File: config.mk
export PLATFORM = sky130hd
export DESIGN_NAME = sha256_hash_engine_core
export DESIGN_NICKNAME = d
export VERILOG_FILES = /design/src/rtl/sha256_pkg.sv /design/src/rtl/sha256_round.sv /design/src/rtl/sha256_hash_engine_core.sv
export SDC_FILE = /design/constraint.sdc
export NUM_CORES = 2
export LEC_CHECK = 0
export BUFFER_PORTS_ARGS = -buffer_cell sky130_fd_sc_hd__buf_2
export CAP_MARGIN = 30
export CELL_PAD_IN_SITES_DETAIL_PLACEMENT = 1
export CELL_PAD_IN_SITES_GLOBAL_PLACEMENT = 1
export CORE_UTILIZATION = 30
export CTS_CLUSTER_SIZE = 14
export DETAILED_ROUTE_END_ITERATION = 6
export HOLD_SLACK_MARGIN = 0.15
export PLACE_DENSITY_LB_ADDON = 0.1
export SYNTH_ARGS = -nofsm -noshare
export SYNTH_HDL_FRONTEND = slang
export SYNTH_HIERARCHICAL = 1
export SYNTH_SLANG_ARGS = --single-unit
File: constraint.sdc
create_clock -name clk -period 76.4 [get_ports clk]
set_input_delay 15.28 -clock clk [delete_from_list [all_inputs] [get_ports clk]]
set_output_delay 15.28 -clock clk [all_outputs]
set_load 0.005 [all_outputs]
File: src/rtl/sha256_pkg.sv
package sha256_pkg;

	localparam int unsigned BlockBytes = 64;
	localparam int unsigned LengthPos  = 56;

	localparam logic [7:0] PadByte = 8'h80;

	localparam logic [31:0] InitHash [8] = '{
		32'h6a09e667, 32'hbb67ae85, 32'h3c6ef372, 32'ha54ff53a,
		32'h510e527f, 32'h9b05688c, 32'h1f83d9ab, 32'h5be0cd19
	};

	localparam logic [31:0] RoundK [64] = '{
		32'h428a2f98, 32'h71374491, 32'hb5c0fbcf, 32'he9b5dba5, 32'h3956c25b,
		32'h59f111f1, 32'h923f82a4, 32'hab1c5ed5, 32'hd807aa98, 32'h12835b01,
		32'h243185be, 32'h550c7dc3, 32'h72be5d74, 32'h80deb1fe, 32'h9bdc06a7,
		32'hc19bf174, 32'he49b69c1, 32'hefbe4786, 32'h0fc19dc6, 32'h240ca1cc,
		32'h2de92c6f, 32'h4a7484aa, 32'h5cb0a9dc, 32'h76f988da, 32'h983e5152,
		32'ha831c66d, 32'hb00327c8, 32'hbf597fc7, 32'hc6e00bf3, 32'hd5a79147,
		32'h06ca6351, 32'h14292967, 32'h27b70a85, 32'h2e1b2138, 32'h4d2c6dfc,
		32'h53380d13, 32'h650a7354, 32'h766a0abb, 32'h81c2c92e, 32'h92722c85,
		32'ha2bfe8a1, 32'ha81a664b, 32'hc24b8b70, 32'hc76c51a3, 32'hd192e819,
		32'hd6990624, 32'hf40e3585, 32'h106aa070, 32'h19a4c116, 32'h1e376c08,
		32'h2748774c, 32'h34b0bcb5, 32'h391c0cb3, 32'h4ed8aa4a, 32'h5b9cca4f,
		32'h682e6ff3, 32'h748f82ee, 32'h78a5636f, 32'h84c87814, 32'h8cc70208,
		32'h90befffa, 32'ha4506ceb, 32'hbef9a3f7, 32'hc67178f2
	};

	function automatic logic [31:0] rotr(input logic [31:0] v, input int unsigned n);
		rotr = (v >> n) | (v << (32 - n));
	endfunction

endpackage

File: src/rtl/sha256_round.sv
// One compression round per cycle plus the rolling 16-word schedule window.
module sha256_round import sha256_pkg::*; (
	input  logic        clk,
	input  logic        arst_n,
	input  logic        start,
	input  logic [31:0] w_in,
	input  logic [31:0] h_in [8],
	output logic [31:0] h_out [8],
	output logic        busy,
	output logic        done
);

	logic [6:0]  cnt_q;
	logic        busy_q;
	logic        done_q;
	logic [31:0] st_q [8];
	logic [31:0] w_q [16];
	logic [31:0] wt, t1, t2, s0, s1;
	logic [5:0]  rnd;

	assign rnd = cnt_q[5:0];
	assign s0  = rotr(w_q[1], 7) ^ rotr(w_q[1], 18) ^ (w_q[1] >> 3);
	assign s1  = rotr(w_q[14], 17) ^ rotr(w_q[14], 19) ^ (w_q[14] >> 10);
	// first 16 rounds take message words, later ones the expanded schedule
	assign wt  = (cnt_q < 7'd16) ? w_in : (s1 + w_q[9] + s0 + w_q[0]);
	assign t1  = st_q[7] + (rotr(st_q[4], 6) ^ rotr(st_q[4], 11) ^ rotr(st_q[4], 25))
		+ ((st_q[4] & st_q[5]) ^ (~st_q[4] & st_q[6])) + RoundK[rnd] + wt;
	assign t2  = (rotr(st_q[0], 2) ^ rotr(st_q[0], 13) ^ rotr(st_q[0], 22))
		+ ((st_q[0] & st_q[1]) ^ (st_q[0] & st_q[2]) ^ (st_q[1] & st_q[2]));

	always_ff @(posedge clk or negedge arst_n) begin
		if (!arst_n) begin
			busy_q <= 1'b0;
			done_q <= 1'b0;
			cnt_q  <= '0;
		end else begin
			done_q <= 1'b0;
			if (start) begin
				busy_q <= 1'b1;
				cnt_q  <= '0;
			end else if (busy_q) begin
				if (cnt_q == 7'd63) begin
					busy_q <= 1'b0;
					done_q <= 1'b1;
				end
				cnt_q <= cnt_q + 7'd1;
			end
		end
	end

	always_ff @(posedge clk) begin
		if (start) begin
			st_q <= h_in;
		end else if (busy_q) begin
			st_q[7] <= st_q[6];
			st_q[6] <= st_q[5];
			st_q[5] <= st_q[4];
			st_q[4] <= st_q[3] + t1;
			st_q[3] <= st_q[2];
			st_q[2] <= st_q[1];
			st_q[1] <= st_q[0];
			st_q[0] <= t1 + t2;
			for (int i = 0; i < 15; i++) w_q[i] <= w_q[i+1];
			w_q[15] <= wt;
		end
	end

	always_comb begin
		for (int i = 0; i < 8; i++) h_out[i] = h_in[i] + st_q[i];
	end

	assign busy = busy_q;
	assign done = done_q;

endmodule

File: src/rtl/sha256_hash_engine_core.sv
// Streaming SHA-256 core.
// A byte that does not complete a block is written to block memory; the 64th
// byte stalls input through fetch, 64 rounds one per cycle, hash update.
// No byte is taken while a block is compressed. End of message adds padding
// (one memory write per byte, up to 64 per block), one or two compressions,
// then eight digest transactions. Reset restores the initial hash.
module sha256_hash_engine_core import sha256_pkg::*; (
	input  logic        clk,
	input  logic        arst_n,
	input  logic [7:0]  data_byte,
	input  logic        byte_valid,
	input  logic        end_of_message,
	input  logic        in_valid,
	output logic        in_stall,
	output logic [31:0] digest_word,
	output logic [2:0]  word_index,
	output logic        last_word,
	output logic        out_valid,
	input  logic        out_stall
);

	typedef enum logic [6:0] {
		ST_IDLE = 7'b0000001,
		ST_PAD  = 7'b0000010,
		ST_LEN  = 7'b0000100,
		ST_CMP  = 7'b0001000,
		ST_WAIT = 7'b0010000,
		ST_OUT  = 7'b0100000,
		ST_FIN  = 7'b1000000
	} state_t;

	state_t      state_q;
	logic [5:0]  fill_q;
	logic [60:0] count_q;
	logic        fin_q;       // message ended, 0x80 pad byte still to write
	logic        last_blk_q;  // current compression is the final one
	logic        pad_more_q;  // pad overflow block in flight, length block follows
	logic [31:0] hash_q [8];
	logic [31:0] h_new [8];
	logic [2:0]  oidx_q;

	// block memory, 16 words of 32 bits, byte writes
	logic [31:0] mem [16];
	logic [31:0] rd_q;
	logic [3:0]  rd_addr;
	logic        we;
	logic [5:0]  wa;
	logic [7:0]  wd;
	logic [3:0]  fetch_q;

	logic        cmp_start_q;
	logic        cmp_busy;
	logic        cmp_done;
	logic [63:0] bits;

	assign bits = {count_q, 3'b000};

	sha256_round u_round (
		.clk    (clk),
		.arst_n (arst_n),
		.start  (cmp_start_q),
		.w_in   (rd_q),
		.h_in   (hash_q),
		.h_out  (h_new),
		.busy   (cmp_busy),
		.done   (cmp_done)
	);

	always_ff @(posedge clk) begin
		if (we) begin
			case (wa[1:0])
				2'd0:    mem[wa[5:2]][31:24] <= wd;
				2'd1:    mem[wa[5:2]][23:16] <= wd;
				2'd2:    mem[wa[5:2]][15:8]  <= wd;
				default: mem[wa[5:2]][7:0]   <= wd;
			endcase
		end
		rd_q <= mem[rd_addr];
	end

	// word 0 is fetched until the rounds start; then the counter runs one
	// ahead so the registered read lines up with each round
	assign rd_addr = cmp_busy ? fetch_q + 4'd1 : 4'd0;

	assign in_stall = (state_q != ST_IDLE);

	always_comb begin
		we = 1'b0;
		wa = fill_q;
		wd = data_byte;
		case (state_q)
			ST_IDLE: we = in_valid && byte_valid;
			ST_PAD: begin
				we = 1'b1;
				wd = fin_q ? PadByte : 8'h00;
			end
			ST_LEN: begin
				we = 1'b1;
				wd = bits[6'(63 - 8 * fill_q[2:0]) -: 8];
			end
			default: we = 1'b0;
		endcase
	end

	always_ff @(posedge clk or negedge arst_n) begin
		if (!arst_n) begin
			state_q     <= ST_IDLE;
			fill_q      <= '0;
			count_q     <= '0;
			fin_q       <= 1'b0;
			last_blk_q  <= 1'b0;
			pad_more_q  <= 1'b0;
			oidx_q      <= '0;
			fetch_q     <= '0;
			hash_q      <= InitHash;
			cmp_start_q <= 1'b0;
		end else begin
			cmp_start_q <= 1'b0;
			case (state_q)
				ST_IDLE: begin
					if (in_valid) begin
						if (byte_valid) begin
							fill_q  <= fill_q + 6'd1;
							count_q <= count_q + 61'd1;
						end
						if (byte_valid && fill_q == 6'd63) begin
							state_q    <= ST_CMP;
							last_blk_q <= 1'b0;
							fin_q      <= end_of_message;
						end else if (end_of_message) begin
							if (byte_valid) fill_q <= fill_q + 6'd1;
							state_q <= ST_PAD;
							fin_q   <= 1'b1;
						end
					end
				end
				ST_PAD: begin
					// 0x80 first if fin_q, then zeros to the length field or the block end
					fin_q  <= 1'b0;
					fill_q <= fill_q + 6'd1;
					if (fill_q == 6'd63) begin
						state_q    <= ST_CMP;
						last_blk_q <= 1'b0;
						pad_more_q <= 1'b1;
					end else if (fill_q == 6'(LengthPos - 1)) begin
						state_q <= ST_LEN;
					end
				end
				ST_LEN: begin
					fill_q <= fill_q + 6'd1;
					if (fill_q == 6'd63) begin
						state_q    <= ST_CMP;
						last_blk_q <= 1'b1;
					end
				end
				ST_CMP: begin
					fetch_q     <= '0;
					cmp_start_q <= 1'b1;
					state_q     <= ST_WAIT;
				end
				ST_WAIT: begin
					if (cmp_busy) fetch_q <= fetch_q + 4'd1;
					if (cmp_done) begin
						hash_q <= h_new;
						fill_q <= '0;
						if (last_blk_q) begin
							state_q <= ST_OUT;
							oidx_q  <= '0;
						end else if (fin_q || pad_more_q) begin
							state_q    <= ST_PAD;
							pad_more_q <= 1'b0;
						end else begin
							state_q <= ST_FIN;
						end
					end
				end
				ST_FIN: begin
					// returned from a data block
					state_q <= ST_IDLE;
				end
				ST_OUT: begin
					if (!out_stall) begin
						oidx_q <= oidx_q + 3'd1;
						if (oidx_q == 3'd7) begin
							state_q    <= ST_IDLE;
							hash_q     <= InitHash;
							count_q    <= '0;
							fill_q     <= '0;
							last_blk_q <= 1'b0;
						end
					end
				end
				default: state_q <= ST_IDLE;
			endcase
		end
	end

	// overflow pad block: after it, zeros up to the length field
	// (fin_q cleared, state ST_PAD writes zeros from position 0)

	assign out_valid   = (state_q == ST_OUT);
	assign digest_word = hash_q[oidx_q];
	assign word_index  = oidx_q;
	assign last_word   = (oidx_q == 3'd7);

endmodule
==> run summary <==
Port Buffers: 51
CP Data Arrival Time: 3.82 ns
Type of the worst setup path: flip-flop to output pin
Core Box Area: 303800 um2
# Post-CTS Setup Buffers: 0
Run status: finished, final reports clean
Clk_lat worst skew: 0.88 ns
Root buf cell: clkbuf_16
Peak VDD IR: 16.60 uV
CTS buffer count: 203
TritonCTS Sinks: 1662
Fin. Hold Viols: 0
Initial antenna violation count: 16
Most frequent CP cell: nand2_1
Cts repair resizes: 0
PD cells: 18.67 nW/um2
Io pins: 52
Actual slew at the worst max-slew pin: 1.130 ns
Post-Syn Nets: 8200
R2R depth: 47
TNS Setup: 0 ns
Number of enable flip-flop cells after synthesis: 1280
Die Area: 308900 um2
Initial core utilization: 30.28%
Sequential element share of the synthesized area: 52.19%
Clock-pin slew on the worst setup and hold paths: 0.06 ns
Max Cap Viol: 0
Total GRT Usage: 20.39%
Htree depth: 4
Largest net degree at the start of global routing: 173
FMAX: 52.36 MHz
R2R Setup Slk: 64.15 ns
First-pass GRT wire length: 463.1 mm
Vias: 61610
DP HPWL: 230.5 mm
CP Launch Type: flip-flop
Clock tree from TritonCTS: built
FF+latch count, synth: 1662
Rows: 202
Reg2Reg Launch Point: u_round/w_q[0][51]$_DFFE_PP_
GPL Wtd Cong: 0.8905
Worst Hold Class: flip-flop to flip-flop
Total Routed Length: 318.1 mm
Clock buffer depth: 4
Commonest cells post-synth: 1280 x edfxtp_1, 600 x nand2_1, 427 x inv_1
Final WS setup: 57.30 ns
Final Max Slew Viols: 0
Vias per inst: 5.189
CP peak stage delay: 0.86 ns
Number of global-route vias before repair: 63760
Cts hold-fix bufs: 0
Lkg Pwr: 0.04034 uW
Clock Skews: 0.07453 ns
Yosys cell types: 110
Async SR Flop Fraction: 21.06%
RSZ-0062 raised after global routing: no
Crit path capture type: output pin
Cell count after placement: 11490
Ys flop type: edfxtp_1
Die Width: 555.8 um
Number of warnings issued by yosys: 6
Slowest cell on crit path: dfrtp_4
RR Endpoint: u_round/st_q[255]$_DFFE_PP_
Dominant cells by area after synthesis: edfxtp_1 42%, dfrtp_1 5.8%, ha_1 5.5%
Wire per inst: 26.79 um
Gate Count Post-Synth: 7582
Final ANT Viol Nets: 0
Most common cell in the netlist: edfxtp_1
Fillers: 32710
Slew margin rel.: 24.63%
Min cycle time layout: 19.10 ns
Mapped Area: 91990 um2
Share of layout cells above drive strength 1: 13.35%
Die Y: 555.8 um
Non-filler cells, final: 11870
Hold EP: u_round/w_q[6][2]$_DFFE_PP_
Hold_sp: u_round/w_q[6][34]$_DFFE_PP_
Worst hold stages: 0
Synthesis-to-layout area growth: 12.95%
Syn Area/Cell: 12.13 um2
Remaining global-route overflow: 0
Hold_ws: 0.3496 ns
Fin crit share: 25.00%
Crit. Startpoint: word_index[0]$_DFFE_PN0P_
DRC marker count from the first detailed-route iteration: 4591
Setup violators final: 0
Fin nets: 8240
Place WS: 57.56 ns
DR DRC count: 0
Synth area leader: edfxtp_1
Critical path required time: 61.12 ns
Yosys top cell area share: 41.78%
Worst path cell trace: buf_4, mux4_2, nand2_1, nand2_1, buf_2
Drt pass-1 iters: 6
Crit path max fanout: 35
per-stage QoR:
stage                     total power (uW)  utilization [%]  area (um2)
after floorplan                      988.9                -       91990
after global placement               999.3            31.98       97170
after detailed placement             999.4            32.02       97290
after CTS                             1974            34.17      103800
after global routing                  2001            34.20      103900
final                                 1940            34.20      103900
cell families (layout without fill, tap and decap cells):
logic type               after synthesis  count (layout)  synth area share [%]
other                                  0               4                     0
XOR/XNOR                             596             596                 5.726
adder cells (fa/ha/maj)              609             609                 9.869
multiplexers                         487             487                 7.165
flip-flops                          1662            1662                 52.19
AND/OR/NAND/NOR                     1629            1629                 8.321
AO/OA/AOI/OAI                       1822            1822                 13.53
buffers and inverters                777             985                 3.198
final cells by class:
cell class / instances / area [um2] / area share [%]
clock buffers: 283 / 5594 / 5.384
inverters: 428 / 1607 / 1.546
repair buffers: 184 / 1405 / 1.352
flip-flops and latches: 1662 / 48030 / 46.22
well taps: 4080 / 5105 / 4.913
multi-input cells: 5143 / 41220 / 39.67
clock inverters: 90 / 935.9 / 0.9007
diodes: 4 / 10.01 / 0.009633
layer usage:
| layer | global-route usage (%) | vias up | part of all wire (%) |
|---|---|---|---|
| met5 | 0 | - | 0.017 |
| met4 | 4.698 | 10 | 2.2 |
| met3 | 2.220 | 324 | 4.0 |
| met2 | 31.69 | 1175 | 45 |
| met1 | 30.24 | 31900 | 49 |
| li1 | - | 28200 | - |
cells in the final DEF, fill, tap and decap left out, types with 56 or more instances in the layout:
cell type  Yosys  final
a211oi_1     104    104
a21o_1       206    203
a21oi_1      410    410
a22o_1       125    125
a311oi_1      70     70
buf_4          0    121
clkbuf_1     303     62
clkbuf_16      0    206
dfrtp_1      213    205
dfstp_2      137    137
edfxtp_1    1280   1280
fa_1         196    196
ha_1         408    408
inv_1        427    427
mux2_2       222    222
mux2i_1      150    149
mux4_2       115    115
nand2_1      600    597
nand2b_1      79     78
nand3_1       85     84
nor2_1       385    384
nor2b_1      116    114
nor3_1       121    119
o21a_1        56     56
o21ai_0      284    277
o21ai_1       86     87
o22a_1       138    138
xnor2_1      394    394
xor2_1       199    199
critical path: cells and delay by family, from the launching register on:
| family | cells | cell delay (ns) |
|---|---|---|
| simple gates | 2 | 0.35 |
| flops | 1 | 0.86 |
| buf+inv | 2 | 0.96 |
| mux | 1 | 0.61 |
state kept, by name, summed over array words and instances, names as in the netlist, 4 cells and up, named ones only:
| signal | cells |
|---|---|
| mem | 512 |
| u_round/w_q | 512 |
| hash_q | 256 |
| u_round/st_q | 256 |
| count_q | 61 |
| rd_q | 32 |
| state_q | 7 |
| u_round/cnt_q | 7 |
| fetch_q | 4 |
power breakdown:
part | switching, uW | total, uW | internal, uW
sequential | 0 | 968 | 968
combinational | 11.4 | 12.4 | 1.02
clock | 402 | 960 | 557
how the worst max path moves through the flow:
stage / cells after the start / end / slack (ns)
2_1_floorplan: 5 / u_round/w_q[0][0]$_DFFE_PP_ / 51.58
3_3_place_gp: 7 / hash_q[181]$_DFFE_PN1P_ / 57.67
3_5_place_dp: 7 / hash_q[142]$_DFFE_PN1P_ / 57.56
4_1_cts: 5 / digest_word[1] / 57.12
5_1_grt: 5 / digest_word[1] / 57.01
6_report: 5 / digest_word[1] / 57.30
(Power assumes the default switching activity.)
